===== config.mk =====
export PLATFORM = sky130hd
export DESIGN_NAME = pcb_queue
export DESIGN_NICKNAME = d
export VERILOG_FILES = /design/src/hw/rtl/pcb_pkg.sv /design/src/hw/rtl/pcb_queue.sv
export SDC_FILE = /design/constraint.sdc
export NUM_CORES = 1
export LEC_CHECK = 0
export ABC_AREA = 1
export BUFFER_PORTS_ARGS = -buffer_cell sky130_fd_sc_hd__buf_2
export CAP_MARGIN = 15
export CORE_UTILIZATION = 50
export DETAILED_ROUTE_END_ITERATION = 16
export GPL_ROUTABILITY_DRIVEN = 0
export PLACE_DENSITY = 0.78
export SETUP_SLACK_MARGIN = 0.15
export SLEW_MARGIN = 30
export SYNTH_ARGS = -nofsm -noshare
export SYNTH_HDL_FRONTEND = slang
export SYNTH_SLANG_ARGS = --single-unit

===== constraint.sdc =====
create_clock -name i_clk -period 15.4 [get_ports i_clk]
set_clock_uncertainty 0.1 [all_clocks]
set_input_delay 2.31 -clock i_clk [delete_from_list [all_inputs] [get_ports i_clk]]
set_output_delay 2.31 -clock i_clk [all_outputs]
set_load 0.01 [all_outputs]

===== src/hw/rtl/pcb_pkg.sv =====
// Shared types, constants and helpers for the particle cell binning block.
// No dependencies; every other file in hw/rtl uses it by scoped names.
package pcb_pkg;

    localparam int CELLS_PER_AXIS = 16;
    localparam int FILL_BITS      = 16;

    localparam int NCELLS    = CELLS_PER_AXIS * CELLS_PER_AXIS * CELLS_PER_AXIS;
    localparam int CELL_BITS = (NCELLS > 1) ? $clog2(NCELLS) : 1;

    localparam int POS_BITS      = 32;
    localparam int EDGE_BITS     = 31;
    localparam int CNT_BITS      = 5;
    localparam int GRID_BITS     = 15;
    localparam int IDX_OUT_BITS  = 12;
    localparam int SLOT_BITS     = 16;
    localparam int NUM_BITS      = 32;
    localparam int STATUS_BITS   = 2;
    localparam int CFG_IDX_BITS  = 3;
    localparam int CFG_DATA_BITS = 32;
    localparam int DIV_STEPS     = POS_BITS;
    localparam int STEP_BITS     = $clog2(DIV_STEPS);
    localparam int Q_DEPTH       = 2;
    localparam int Q_PTR_BITS    = $clog2(Q_DEPTH);
    localparam int Q_CNT_BITS    = $clog2(Q_DEPTH + 1);

    localparam logic [FILL_BITS-1:0] FILL_MAX = {FILL_BITS{1'b1}};
    localparam logic [NUM_BITS-1:0]  NUM_MAX  = {NUM_BITS{1'b1}};

    localparam logic [STATUS_BITS-1:0] ST_OK      = 2'd0;
    localparam logic [STATUS_BITS-1:0] ST_OUTSIDE = 2'd1;
    localparam logic [STATUS_BITS-1:0] ST_FULL    = 2'd2;

    typedef enum logic [CFG_IDX_BITS-1:0] {
        REG_ORIGIN_X = 3'd0,
        REG_ORIGIN_Y = 3'd1,
        REG_ORIGIN_Z = 3'd2,
        REG_EDGE_X   = 3'd3,
        REG_EDGE_Y   = 3'd4,
        REG_EDGE_Z   = 3'd5,
        REG_GRID     = 3'd6,
        REG_PERIODIC = 3'd7
    } t_reg_idx;

    typedef struct packed {
        logic [2:0][POS_BITS-1:0]  origin;
        logic [2:0][EDGE_BITS-1:0] edge_len;
        logic [GRID_BITS-1:0]      grid;
        logic                      periodic;
    } t_cfg;

    // One classified particle handed from front to back.
    typedef struct packed {
        logic                 outside;
        logic [CELL_BITS-1:0] idx;
        logic [EDGE_BITS-1:0] lx;
        logic [EDGE_BITS-1:0] ly;
        logic [EDGE_BITS-1:0] lz;
    } t_item;

    // Cell count field: 0 reads as 1, above the grid size reads as the grid size.
    function automatic logic [CNT_BITS-1:0] count_clamp(input logic [CNT_BITS-1:0] f);
        logic [CNT_BITS-1:0] res;
        res = f;
        if (f == '0) begin
            res = CNT_BITS'(1);
        end else if (int'(f) > CELLS_PER_AXIS) begin
            res = CNT_BITS'(CELLS_PER_AXIS);
        end
        return res;
    endfunction

endpackage


===== src/hw/rtl/pcb_queue.sv =====
// Short FIFO of classified items between front and back.
// Depends on pcb_pkg.
module pcb_queue (
    input  logic            i_clk,
    input  logic            i_rst_n,
    input  logic            i_push,
    input  pcb_pkg::t_item  i_item,
    input  logic            i_pop,
    output pcb_pkg::t_item  o_item,
    output logic            o_full,
    output logic            o_empty
);

    pcb_pkg::t_item                  r_mem [pcb_pkg::Q_DEPTH];
    logic [pcb_pkg::Q_PTR_BITS-1:0]  r_wp;
    logic [pcb_pkg::Q_PTR_BITS-1:0]  r_rp;
    logic [pcb_pkg::Q_CNT_BITS-1:0]  r_cnt;

    assign o_full  = r_cnt == pcb_pkg::Q_CNT_BITS'(pcb_pkg::Q_DEPTH);
    assign o_empty = r_cnt == '0;
    assign o_item  = r_mem[r_rp];

    always_ff @(posedge i_clk) begin
        if (!i_rst_n) begin
            r_wp  <= '0;
            r_rp  <= '0;
            r_cnt <= '0;
        end else begin
            if (i_push) r_wp <= r_wp + 1'b1;
            if (i_pop)  r_rp <= r_rp + 1'b1;
            r_cnt <= r_cnt + pcb_pkg::Q_CNT_BITS'(i_push) - pcb_pkg::Q_CNT_BITS'(i_pop);
        end
    end

    always_ff @(posedge i_clk) begin
        if (i_push) begin
            r_mem[r_wp] <= i_item;
        end
    end

endmodule


==> metrics.cfg <==
[yosys]
synthArstFlopShare = 0
synth_fa_ha_area_frac = 0.00312
yosysSeqAreaShare = 0.805
synth_top_family_by_area = multiplexers
synth-xor-area-share = 0
post-synth-top-area-cell = edfxtp_1
synth_area_um2 = 8030
synthTopCellsByArea = edfxtp_1, mux2_2, mux2_4
synth_edf_count = 212
synthCells = 363
yosys.cell_count.top_type = edfxtp_1
synth.distinct_cells = 12
yosys_warnings = 0
synth-seq-cells = 217
synth_fp_nets = 475
avgSynthCellArea_um2 = 22.1
synth_common_cells = edfxtp_1, mux2_2, mux2_4
synth-simple-area-share = 0.00857
synth_ff_type = edfxtp_1
yosysTopAreaCellShare = 0.793
synth_compound_area_frac = 0.000623
synth.area.mux_share = 0.167

[place]
hpwlAfterDp_um = 9180
dpl.cell_count = 783
port_buffers = 217
placed_area_um2 = 9330

[cts]
ctsRootBufferMaster = clkbuf_16
postCtsHoldBufs = 0
clock_sinks = 217
cts_buffers = 22
clk_pin_slew_ps = 60
cts_tree = yes
clk_path_buf_depth = 3
cts_resized = 0
cts_setup_buffers = 0
htree_levels = 1
clock_latency_ps = 500

[pwr]
irDropWorstVdd_uv = 94.6
p_leak_nw = 3.87
fin_total_pwr_mw = 1.30
power_density_nw_per_um2 = 130

[final_layout]
antenna-diode-count = 0
fin_area_um2 = 10000
drive_above_1_share = 0.590
finalNonFillerCells = 823
nets = 708
fillCellCount = 1128
area_growth_pct = 24.5

[sta]
fin_worst_hold_slack_ps = 413
setup_viol = 0
slew_viol_final = 0
finalCritPeriodShare = 0.334
period_needed_ps = 5150
finalSetupTns_ps = 0
grt_setup_unrepaired = false
fmax_mhz = 194
tightest_slew_ps = 856
final_hold_viol_count = 0
max_slew_margin = 0.429

[die]
core_region_area_um2 = 15400
fp.dieArea_um2 = 16600
rows = 45
die_h_um = 129
start_util = 0.521
ioPinCount = 218
die_w_um = 129

[worst_setup_path]
cp_cell_sequence = buf_4 > mux2_2 > buf_2
cp-start-kind = register
crit_path_end_kind = primary output
r2r_end = r_mem[1][60]
ff2ff_path_depth = 3
crit_arrival_ps = 2740
critPathMaxStageDelay_ps = 830
crit_required_ps = 12990
critPathSlowestCell = dfxtp_4
path_max_fanout = 61
worstReg2RegStart = r_wp
r2r_slack_ps = 13130
path_class = reg -> out

[route]
viasPerCell = 4.91
antenna_left = 0
firstDrtPassIters = 4
finalWirelength_um = 14000
wl_per_cell_um = 17.0
drc = 0
vias = 4044
drt_iter0_drc = 276

[grt]
antenna_found_initial = 0
grt_pass1_wl_um = 21300
grt_max_degree = 62
grt_pass1_vias = 4227
track_usage = 0.168
grt-ovfl-total = 0

[outcome]
status = finished, final reports clean

[worst_hold_path]
whs_path_depth = 2
worstHoldPathType = reg -> reg
hp-start = r_rp
hold_end = r_rp

[flow_run]
maxCapViolCount = 0

-- critical path: cells and delay by family, from the launching register on --
family	cells	cell delay, ps
buffers and inverters	2	910
DFF	1	830
muxes	1	420
-- layer usage --
metal	share of wire	GRT usage	routed length, um	vias up
met3	0.10	0.0607	1400	17
met4	0.012	0.0443	172	0
met1	0.40	0.198	5540	1962
li1	-	-	-	1899
met2	0.49	0.293	6910	166
met5	0	0	0	-
-- final cells by class --
| cell class | count | area [um^2] | share of cell area |
|---|---|---|---|
| Clock inverter | 14 | 109 | 0.0109 |
| Multi-Input combinational cell | 127 | 1450 | 0.145 |
| Inverter | 7 | 28.8 | 0.00288 |
| Timing Repair Buffer | 221 | 1120 | 0.112 |
| Tap cell | 211 | 264 | 0.0264 |
| Clock buffer | 26 | 566 | 0.0565 |
| Sequential cell | 217 | 6470 | 0.647 |
-- registers in the layout (all words and copies together) (netlist names), named ones only --
name / count
r_rp: 1
r_mem: 212
r_wp: 1
r_cnt: 2
-- metrics by stage --
step	setup WS [ps]	utilization
6_report	10250	0.648
4_1_cts	10190	0.648
5_1_grt	10070	0.648
3_5_place_dp	10700	0.605
2_1_floorplan	7940	-
3_3_place_gp	10730	0.605
-- cell usage in the layout (no fill, tap or decap) --
master	n
a21oi_1	1
buf_2	217
buf_4	4
bufinv_16	1
clkbuf_1	4
clkbuf_16	22
clkinv_1	5
clkinv_2	4
clkinv_4	1
clkinv_8	1
clkinvlp_4	2
dfxtp_1	4
dfxtp_4	1
edfxtp_1	212
ha_1	2
inv_1	6
inv_4	1
mux2_2	66
mux2_4	40
nand2_1	8
nand3_1	1
nor2_1	8
nor2_4	1
-- report_power, final --
group | leakage [nW] | internal [mW] | total [mW] | switching [mW]
clock network | 0.325 | 0.281 | 0.489 | 0.208
logic | 1.52 | 0.0596 | 0.120 | 0.0603
registers | 2.03 | 0.684 | 0.696 | 0.0119
-- logic make-up after synthesis --
kind of cell | after synthesis
compound gates | 1
simple gates | 18
mux | 106
fa+ha+maj | 2
flops | 217
buf+inv | 19
-- worst max path at each step --
stage | from | endpoint | slack (ps)
2_1_floorplan | i_push | r_mem[0][0] | 7940
3_3_place_gp | register | o_item[22] | 10730
3_5_place_dp | register | o_item[51] | 10700
4_1_cts | register | o_item[51] | 10190
5_1_grt | register | o_item[95] | 10070
6_report | register | o_item[95] | 10250
Power figures use the tool's default switching activity.
