File: config.mk
export PLATFORM = sky130hd
export DESIGN_NAME = pcb_front
export DESIGN_NICKNAME = d
export VERILOG_FILES = /design/src/hw/rtl/pcb_pkg.sv /design/src/hw/rtl/pcb_axis_div.sv /design/src/hw/rtl/pcb_front.sv
export SDC_FILE = /design/constraint.sdc
export NUM_CORES = 2
export LEC_CHECK = 0
export BUFFER_PORTS_ARGS = -buffer_cell sky130_fd_sc_hd__buf_2
export CELL_PAD_IN_SITES_DETAIL_PLACEMENT = 1
export CELL_PAD_IN_SITES_GLOBAL_PLACEMENT = 2
export CORE_MARGIN = 8
export CORE_UTILIZATION = 37
export DETAILED_ROUTE_END_ITERATION = 12
export PLACE_DENSITY_LB_ADDON = 0.1
export SYNTH_ARGS = -nofsm -noshare
export SYNTH_HDL_FRONTEND = slang
export SYNTH_HIERARCHICAL = 1
export SYNTH_SLANG_ARGS = --single-unit
File: constraint.sdc
create_clock -name i_clk -period 16.48 [get_ports i_clk]
set_clock_uncertainty 0.2 [all_clocks]
set_input_delay 2.472 -clock i_clk [delete_from_list [all_inputs] [get_ports i_clk]]
set_output_delay 2.472 -clock i_clk [all_outputs]
set_load 0.1 [all_outputs]
File: src/hw/rtl/pcb_pkg.sv
// Shared types, constants and helpers for the particle cell binning block.
// No dependencies; every other file in hw/rtl uses it by scoped names.
package pcb_pkg;

    localparam int CELLS_PER_AXIS = 16;
    localparam int FILL_BITS      = 16;

    localparam int NCELLS    = CELLS_PER_AXIS * CELLS_PER_AXIS * CELLS_PER_AXIS;
    localparam int CELL_BITS = (NCELLS > 1) ? $clog2(NCELLS) : 1;

    localparam int POS_BITS      = 32;
    localparam int EDGE_BITS     = 31;
    localparam int CNT_BITS      = 5;
    localparam int GRID_BITS     = 15;
    localparam int IDX_OUT_BITS  = 12;
    localparam int SLOT_BITS     = 16;
    localparam int NUM_BITS      = 32;
    localparam int STATUS_BITS   = 2;
    localparam int CFG_IDX_BITS  = 3;
    localparam int CFG_DATA_BITS = 32;
    localparam int DIV_STEPS     = POS_BITS;
    localparam int STEP_BITS     = $clog2(DIV_STEPS);
    localparam int Q_DEPTH       = 2;
    localparam int Q_PTR_BITS    = $clog2(Q_DEPTH);
    localparam int Q_CNT_BITS    = $clog2(Q_DEPTH + 1);

    localparam logic [FILL_BITS-1:0] FILL_MAX = {FILL_BITS{1'b1}};
    localparam logic [NUM_BITS-1:0]  NUM_MAX  = {NUM_BITS{1'b1}};

    localparam logic [STATUS_BITS-1:0] ST_OK      = 2'd0;
    localparam logic [STATUS_BITS-1:0] ST_OUTSIDE = 2'd1;
    localparam logic [STATUS_BITS-1:0] ST_FULL    = 2'd2;

    typedef enum logic [CFG_IDX_BITS-1:0] {
        REG_ORIGIN_X = 3'd0,
        REG_ORIGIN_Y = 3'd1,
        REG_ORIGIN_Z = 3'd2,
        REG_EDGE_X   = 3'd3,
        REG_EDGE_Y   = 3'd4,
        REG_EDGE_Z   = 3'd5,
        REG_GRID     = 3'd6,
        REG_PERIODIC = 3'd7
    } t_reg_idx;

    typedef struct packed {
        logic [2:0][POS_BITS-1:0]  origin;
        logic [2:0][EDGE_BITS-1:0] edge_len;
        logic [GRID_BITS-1:0]      grid;
        logic                      periodic;
    } t_cfg;

    // One classified particle handed from front to back.
    typedef struct packed {
        logic                 outside;
        logic [CELL_BITS-1:0] idx;
        logic [EDGE_BITS-1:0] lx;
        logic [EDGE_BITS-1:0] ly;
        logic [EDGE_BITS-1:0] lz;
    } t_item;

    // Cell count field: 0 reads as 1, above the grid size reads as the grid size.
    function automatic logic [CNT_BITS-1:0] count_clamp(input logic [CNT_BITS-1:0] f);
        logic [CNT_BITS-1:0] res;
        res = f;
        if (f == '0) begin
            res = CNT_BITS'(1);
        end else if (int'(f) > CELLS_PER_AXIS) begin
            res = CNT_BITS'(CELLS_PER_AXIS);
        end
        return res;
    endfunction

endpackage

File: src/hw/rtl/pcb_axis_div.sv
// Bit-serial floor divider for one axis: |pos - origin| / edge, one quotient bit a cycle.
// Also keeps the quotient modulo the cell count. Depends on pcb_pkg.
module pcb_axis_div (
    input  logic                                i_clk,
    input  logic                                i_rst_n,
    input  logic                                i_start,
    input  logic [pcb_pkg::POS_BITS-1:0]        i_pos,
    input  logic [pcb_pkg::POS_BITS-1:0]        i_origin,
    input  logic [pcb_pkg::EDGE_BITS-1:0]       i_edge,
    input  logic [pcb_pkg::CNT_BITS-1:0]        i_n,
    output logic                                o_last,
    output logic                                o_neg,
    output logic [pcb_pkg::POS_BITS-1:0]        o_quo,
    output logic [pcb_pkg::EDGE_BITS-1:0]       o_rem,
    output logic [pcb_pkg::CNT_BITS-1:0]        o_mod
);

    logic                                r_busy;
    logic [pcb_pkg::STEP_BITS-1:0]       r_cnt;
    logic                                r_neg;
    logic [pcb_pkg::POS_BITS-1:0]        r_dvd;
    logic [pcb_pkg::POS_BITS-1:0]        r_quo;
    logic [pcb_pkg::EDGE_BITS-1:0]       r_rem;
    logic [pcb_pkg::CNT_BITS-1:0]        r_mod;

    logic [pcb_pkg::POS_BITS:0]          rel;
    logic [pcb_pkg::POS_BITS-1:0]        mag;
    logic [pcb_pkg::POS_BITS-1:0]        cand;
    logic                                ge;
    logic [pcb_pkg::CNT_BITS:0]          mm;

    assign rel  = {i_pos[pcb_pkg::POS_BITS-1], i_pos}
                - {i_origin[pcb_pkg::POS_BITS-1], i_origin};
    assign mag  = rel[pcb_pkg::POS_BITS] ? pcb_pkg::POS_BITS'(-rel)
                                         : rel[pcb_pkg::POS_BITS-1:0];
    assign cand = {r_rem, r_dvd[pcb_pkg::POS_BITS-1]};
    assign ge   = cand >= {1'b0, i_edge};
    assign mm   = {r_mod, ge};

    assign o_last = r_busy && (r_cnt == pcb_pkg::STEP_BITS'(pcb_pkg::DIV_STEPS - 1));
    assign o_neg  = r_neg;
    assign o_quo  = r_quo;
    assign o_rem  = r_rem;
    assign o_mod  = r_mod;

    always_ff @(posedge i_clk) begin
        if (!i_rst_n) begin
            r_busy <= 1'b0;
            r_cnt  <= '0;
        end else if (i_start) begin
            r_busy <= 1'b1;
            r_cnt  <= '0;
        end else if (r_busy) begin
            r_cnt <= r_cnt + 1'b1;
            if (o_last) begin
                r_busy <= 1'b0;
            end
        end
    end

    always_ff @(posedge i_clk) begin
        if (i_start) begin
            r_neg <= rel[pcb_pkg::POS_BITS];
            r_dvd <= mag;
            r_quo <= '0;
            r_rem <= '0;
            r_mod <= '0;
        end else if (r_busy) begin
            r_dvd <= {r_dvd[pcb_pkg::POS_BITS-2:0], 1'b0};
            r_quo <= {r_quo[pcb_pkg::POS_BITS-2:0], ge};
            r_rem <= ge ? pcb_pkg::EDGE_BITS'(cand - {1'b0, i_edge})
                        : pcb_pkg::EDGE_BITS'(cand);
            // running quotient mod n, stays below n
            r_mod <= (mm >= {1'b0, i_n}) ? pcb_pkg::CNT_BITS'(mm - {1'b0, i_n})
                                         : pcb_pkg::CNT_BITS'(mm);
        end
    end

endmodule

File: src/hw/rtl/pcb_front.sv
// Front end: takes a particle, runs the three axis dividers, classifies it
// and pushes the finished item into the queue. Depends on pcb_pkg, pcb_axis_div.
module pcb_front (
    input  logic                          i_clk,
    input  logic                          i_rst_n,
    input  pcb_pkg::t_cfg                 i_cfg,
    input  logic                          i_hold,
    input  logic                          i_valid,
    input  logic [pcb_pkg::POS_BITS-1:0]  i_pos_x,
    input  logic [pcb_pkg::POS_BITS-1:0]  i_pos_y,
    input  logic [pcb_pkg::POS_BITS-1:0]  i_pos_z,
    output logic                          o_ready,
    input  logic                          i_q_full,
    output logic                          o_push,
    output pcb_pkg::t_item                o_item
);

    typedef enum logic [3:0] {
        S_IDLE = 4'b0001,
        S_DIV  = 4'b0010,
        S_FIN  = 4'b0100,
        S_PUSH = 4'b1000
    } t_state;

    t_state r_state, n_state;

    logic                                   start;
    logic [2:0][pcb_pkg::POS_BITS-1:0]      pos;
    logic [2:0][pcb_pkg::EDGE_BITS-1:0]     e;
    logic [2:0][pcb_pkg::CNT_BITS-1:0]      n;
    logic [2:0]                             last;
    logic [2:0]                             neg;
    logic [2:0][pcb_pkg::POS_BITS-1:0]      quo;
    logic [2:0][pcb_pkg::EDGE_BITS-1:0]     rem;
    logic [2:0][pcb_pkg::CNT_BITS-1:0]      md;

    logic [2:0][pcb_pkg::CNT_BITS-1:0]      coord;
    logic [2:0][pcb_pkg::EDGE_BITS-1:0]     loc;
    logic [2:0]                             in_grid;
    logic [pcb_pkg::CNT_BITS:0]             t [3];

    logic [2:0][pcb_pkg::CNT_BITS-1:0]      r_c;
    logic [2:0][pcb_pkg::EDGE_BITS-1:0]     r_l;
    logic                                   r_outside;
    logic [2*pcb_pkg::CNT_BITS-1:0]         r_nxy;
    logic [pcb_pkg::CELL_BITS-1:0]          idx;

    assign pos = {i_pos_z, i_pos_y, i_pos_x};
    assign o_ready = (r_state == S_IDLE) && !i_hold;
    assign start   = o_ready && i_valid;

    always_comb begin
        for (int a = 0; a < 3; a++) begin
            e[a] = (i_cfg.edge_len[a] == '0) ? pcb_pkg::EDGE_BITS'(1) : i_cfg.edge_len[a];
            n[a] = pcb_pkg::count_clamp(i_cfg.grid[a*pcb_pkg::CNT_BITS +: pcb_pkg::CNT_BITS]);
        end
    end

    for (genvar a = 0; a < 3; a++) begin : g_axis
        pcb_axis_div u_div (
            .i_clk    (i_clk),
            .i_rst_n  (i_rst_n),
            .i_start  (start),
            .i_pos    (pos[a]),
            .i_origin (i_cfg.origin[a]),
            .i_edge   (e[a]),
            .i_n      (n[a]),
            .o_last   (last[a]),
            .o_neg    (neg[a]),
            .o_quo    (quo[a]),
            .o_rem    (rem[a]),
            .o_mod    (md[a])
        );
    end

    // Floor correction: a negative offset with a nonzero remainder steps one cell down.
    always_comb begin
        for (int a = 0; a < 3; a++) begin
            loc[a]     = (neg[a] && rem[a] != '0) ? e[a] - rem[a] : rem[a];
            in_grid[a] = !neg[a] && (quo[a] < pcb_pkg::POS_BITS'(n[a]));
            t[a]       = {1'b0, md[a]} + {{pcb_pkg::CNT_BITS{1'b0}}, (rem[a] != '0)};
            if (t[a] == {1'b0, n[a]}) begin
                t[a] = '0;
            end
            if (!i_cfg.periodic) begin
                coord[a] = quo[a][pcb_pkg::CNT_BITS-1:0];
            end else if (!neg[a] || t[a] == '0) begin
                coord[a] = neg[a] ? '0 : md[a];
            end else begin
                coord[a] = n[a] - pcb_pkg::CNT_BITS'(t[a]);
            end
        end
    end

    assign idx = pcb_pkg::CELL_BITS'(r_c[2]) * pcb_pkg::CELL_BITS'(r_nxy)
               + pcb_pkg::CELL_BITS'(r_c[1]) * pcb_pkg::CELL_BITS'(n[0])
               + pcb_pkg::CELL_BITS'(r_c[0]);

    assign o_push         = (r_state == S_PUSH) && !i_q_full;
    assign o_item.outside = r_outside;
    assign o_item.idx     = idx;
    assign o_item.lx      = r_l[0];
    assign o_item.ly      = r_l[1];
    assign o_item.lz      = r_l[2];

    always_comb begin
        n_state = r_state;
        case (r_state)
            S_IDLE: if (start) n_state = S_DIV;
            S_DIV:  if (&last) n_state = S_FIN;
            S_FIN:  n_state = S_PUSH;
            S_PUSH: if (!i_q_full) n_state = S_IDLE;
            default: n_state = S_IDLE;
        endcase
    end

    always_ff @(posedge i_clk) begin
        if (!i_rst_n) begin
            r_state <= S_IDLE;
        end else begin
            r_state <= n_state;
        end
    end

    always_ff @(posedge i_clk) begin
        if (r_state == S_FIN) begin
            r_c       <= coord;
            r_l       <= loc;
            r_outside <= !i_cfg.periodic && !(&in_grid);
            r_nxy     <= (2*pcb_pkg::CNT_BITS)'(n[0]) * (2*pcb_pkg::CNT_BITS)'(n[1]);
        end
    end

endmodule

==> impl_metrics.py <==
metrics = {
    "outcome": {
        "status": "finished clean",
    },
    "yosys": {
        "synth_cells": 5357,
        "ys.flop_type": "dfxtp_1",
        "synth_edf_count": 218,
        "synth_area_mm2": 0.04347,
        "async_reset_ff_share_pct": 0,
        "netlist-cell-type-count": 119,
        "synth_area_leader_cell": "edfxtp_1",
        "yosys.area.top_type_share_pct": 15.06,
        "ys_seq_area_share_pct": 25.47,
        "ys_ff_latch": 444,
        "synthesis.area_per_instance_um2": 8.115,
        "ys_top_cells_by_area": "edfxtp_1 15%, ha_1 11%, dfxtp_1 10%, nor2_1 4.7%, inv_1 4.6%",
        "yosys_warnings": 6,
        "syn-num-nets": 6124,
    },
    "worst_setup_path": {
        "crit_required_ns": 13.81,
        "cp_top_family": "adder cells",
        "cpMostUsedCell": "fa_1",
        "critPathArrivalTime_ns": 8.39,
        "crit_start": "i_cfg[5]",
        "start_kind": "input port",
        "rrSetupSlack_ns": 10.82,
        "r2r-start": "g_axis[2].u_div/r_dvd[31]$_DFFE_PP_",
        "max_stage_delay_ns": 0.79,
        "critPathKind": "in2out",
        "crit_path_max_fanout": 17,
        "path_buf_inv": 5,
        "cp_cell_sequence": "buf_2 > nor2b_1 > nand2_1 > fa_1 > fa_1 > inv_1 > fa_1 > fa_1 > inv_1 > fa_1 > inv_1 > ha_1 > a21oi_1 > o21bai_1 > a21oi_1 > o21bai_1 > a21oi_1 > o21ai_0 > xnor2_1 > buf_2",
        "r2r_cells": 24,
        "cp-end-kind": "output pin",
        "r2r-end": "g_axis[2].u_div/o_mod[2]$_SDFFE_PP0P_",
        "critPathSlowestCell": "nor2b_1",
    },
    "timing": {
        "slew_headroom_pct": 30.68,
        "finalSetupTns_ns": 0,
        "period_minus_slack_ns": 11.07,
        "period_share_pct": 67.15,
        "worst_pin_slew_ns": 1.038,
        "max_freq_ghz": 0.09036,
        "setup_viol": 0,
        "rsz0062_at_grt": "false",
        "maxSlewViolCount": 0,
        "hold_viol_final": 0,
    },
    "drt": {
        "drtAntennaViolNets": 0,
        "dr.pass1.iters": 5,
        "wl_per_cell_um": 19.38,
        "wirelength_um": 138300,
        "vias": 38892,
        "drt_iter0_drc": 1797,
        "drc": 0,
        "viasPerCell": 5.449,
    },
    "clocking": {
        "clockBufferDepth": 3,
        "cts_tree": "done",
        "clk_latency_ns": 0.67,
        "postCtsResizedCells": 0,
        "cts_buffers": 57,
        "cts-htree-levels": 2,
        "cts_sinks": 444,
        "hold_buffers": 0,
        "cts_root_buf": "clkbuf_16",
        "cts_setup_buffers": 0,
        "clkTransAtPathRegs_ns": 0.06,
    },
    "floorplan": {
        "ios": 414,
        "die_area_mm2": 0.1287,
        "fp.coreArea_mm2": 0.1164,
        "rows": 125,
        "die_w_um": 358.8,
        "start_util_pct": 37.36,
        "die_h_um": 358.8,
    },
    "power_and_ir_drop": {
        "ir_drop_mv": 0.08526,
        "power_density_mw_per_mm2": 125.2,
        "p_leak_nw": 21.13,
    },
    "hold_path": {
        "hp-start": "g_axis[1].u_div/o_quo[31]$_SDFFE_PP0P_",
        "holdPathEnd": "g_axis[1].u_div/o_quo[31]$_SDFFE_PP0P_",
        "hold_path_class": "reg2reg",
        "hold_path_depth": 2,
    },
    "grt": {
        "grt_pass1_vias": 39849,
        "gr-usage-all-layers_pct": 20.86,
        "grt_pass1_wl_um": 221100,
        "grt_max_degree": 154,
        "gr-total-overflow": 0,
        "antenna_found_initial": 14,
    },
    "final_layout": {
        "drive_gt1_share_pct": 12.26,
        "final_cell_mix": "538 x nor2_1, 536 x inv_1, 413 x nand2_1, 413 x buf_2, 387 x ha_1",
        "finalInstanceArea_mm2": 0.04839,
        "syn_to_final_growth_pct": 11.31,
        "final_common_cell": "nor2_1",
        "nets": 6331,
    },
    "job": {
        "cap_violations": 0,
    },
    "placement": {
        "placed_area_mm2": 0.04640,
        "port-buffer-count": 413,
        "place_congestion": 0.8507,
        "hpwl_um": 109400,
    },
}
[how the worst max path moves through the flow]
stage	endpoint	cells past startpoint
final	o_item[104]	20
after global routing	o_item[104]	20
after CTS	o_item[104]	20
after detailed placement	o_item[104]	20
after global placement	o_item[104]	22
after floorplan	r_state[0]$_SDFFE_PN1P_	2
[area by class of cell]
cell class                 count  area (um2)
fill                       14134       67980
multi-input combinational   4083       29100
sequential                   444       11080
timing repair buffer         439        2287
inverter                     539        2023
tap                         1524        1907
clock buffer                  82        1657
clock inverter                23       322.8
antenna                        3       7.507
[Yosys cell counts (57+ instances only)]
| library cell | count |
|---|---|
| nor2_1 | 539 |
| inv_1 | 536 |
| nand2_1 | 416 |
| ha_1 | 387 |
| a21oi_1 | 351 |
| o21ai_0 | 268 |
| clkbuf_1 | 236 |
| dfxtp_1 | 226 |
| edfxtp_1 | 218 |
| xnor2_1 | 187 |
| mux2i_1 | 173 |
| xor2_1 | 148 |
| a21o_1 | 143 |
| a211oi_1 | 126 |
| nand3_1 | 113 |
| nand2b_1 | 90 |
| and2_1 | 83 |
| nor4_1 | 83 |
| fa_1 | 74 |
| nor3_1 | 65 |
| nand4_1 | 60 |
| nor2b_1 | 57 |
[cell families (layout without fill, tap and decap cells)]
| group | Yosys count | in the layout | share of synthesized area (%) |
|---|---|---|---|
| AO/OA/AOI/OAI | 1389 | 1389 | 21.83 |
| XOR/XNOR | 335 | 335 | 6.749 |
| adder cells (fa/ha/maj) | 461 | 461 | 14.55 |
| buffers and inverters | 830 | 1083 | 7.644 |
| flip-flops | 444 | 444 | 25.47 |
| multiplexers | 208 | 208 | 4.890 |
| other | 0 | 3 | 0 |
| AND/OR/NAND/NOR | 1690 | 1690 | 18.87 |
[stage by stage]
step | worst slack, ns | hold WS [ns] | utilization, % | std cells | total power, mW
after floorplan | 2.295 | 0.2608 | - | 5357 | 3.954
after detailed placement | 5.274 | 0.2899 | 39.88 | 7029 | 4.742
final | 5.413 | 0.2954 | 41.58 | 7137 | 6.057
after global placement | 5.436 | 0.2741 | 39.88 | 7029 | 4.700
after global routing | 5.012 | 0.3326 | 41.58 | 7134 | 6.555
after CTS | 5.283 | 0.3038 | 41.58 | 7134 | 6.127
[sequential cells by signal (all words and copies together) (netlist names)]
| register | flops |
|---|---|
| g_axis.u_div/o_quo | 96 |
| r_nxy | 10 |
| r_c | 15 |
| r_outside | 1 |
| g_axis.u_div/r_dvd | 96 |
| g_axis.u_div/o_mod | 15 |
| g_axis.u_div/r_busy | 3 |
| g_axis.u_div/o_neg | 3 |
| o_item | 93 |
| g_axis.u_div/r_cnt | 15 |
| g_axis.u_div/o_rem | 93 |
| r_state | 4 |
[per-layer routing]
layer | part of all wire, % | track usage (%)
met1 | 48 | 28.80
met2 | 46 | 34.83
met3 | 3.9 | 2.975
met4 | 1.5 | 3.908
met5 | 0.072 | 0
[worst register-to-register path: cells and delay by family (launching register included)]
kind / cells / cell delay, ns
AOI/OAI and AO/OA: 8 / 1.53
adders and majority gates: 4 / 1.11
buffers and inverters: 3 / 0.63
DFF: 1 / 0.45
muxes: 1 / 0.15
and+or+nand+nor: 8 / 1.47
[where the power goes]
group          switching (mW)  internal (mW)  leakage (nW)
clock                   0.535          0.794         0.974
sequential              0.253           1.35          3.88
combinational            1.85           1.28          16.3
total                    2.64           3.42          21.1
Note: power is estimated with default switching activity, not from simulation.
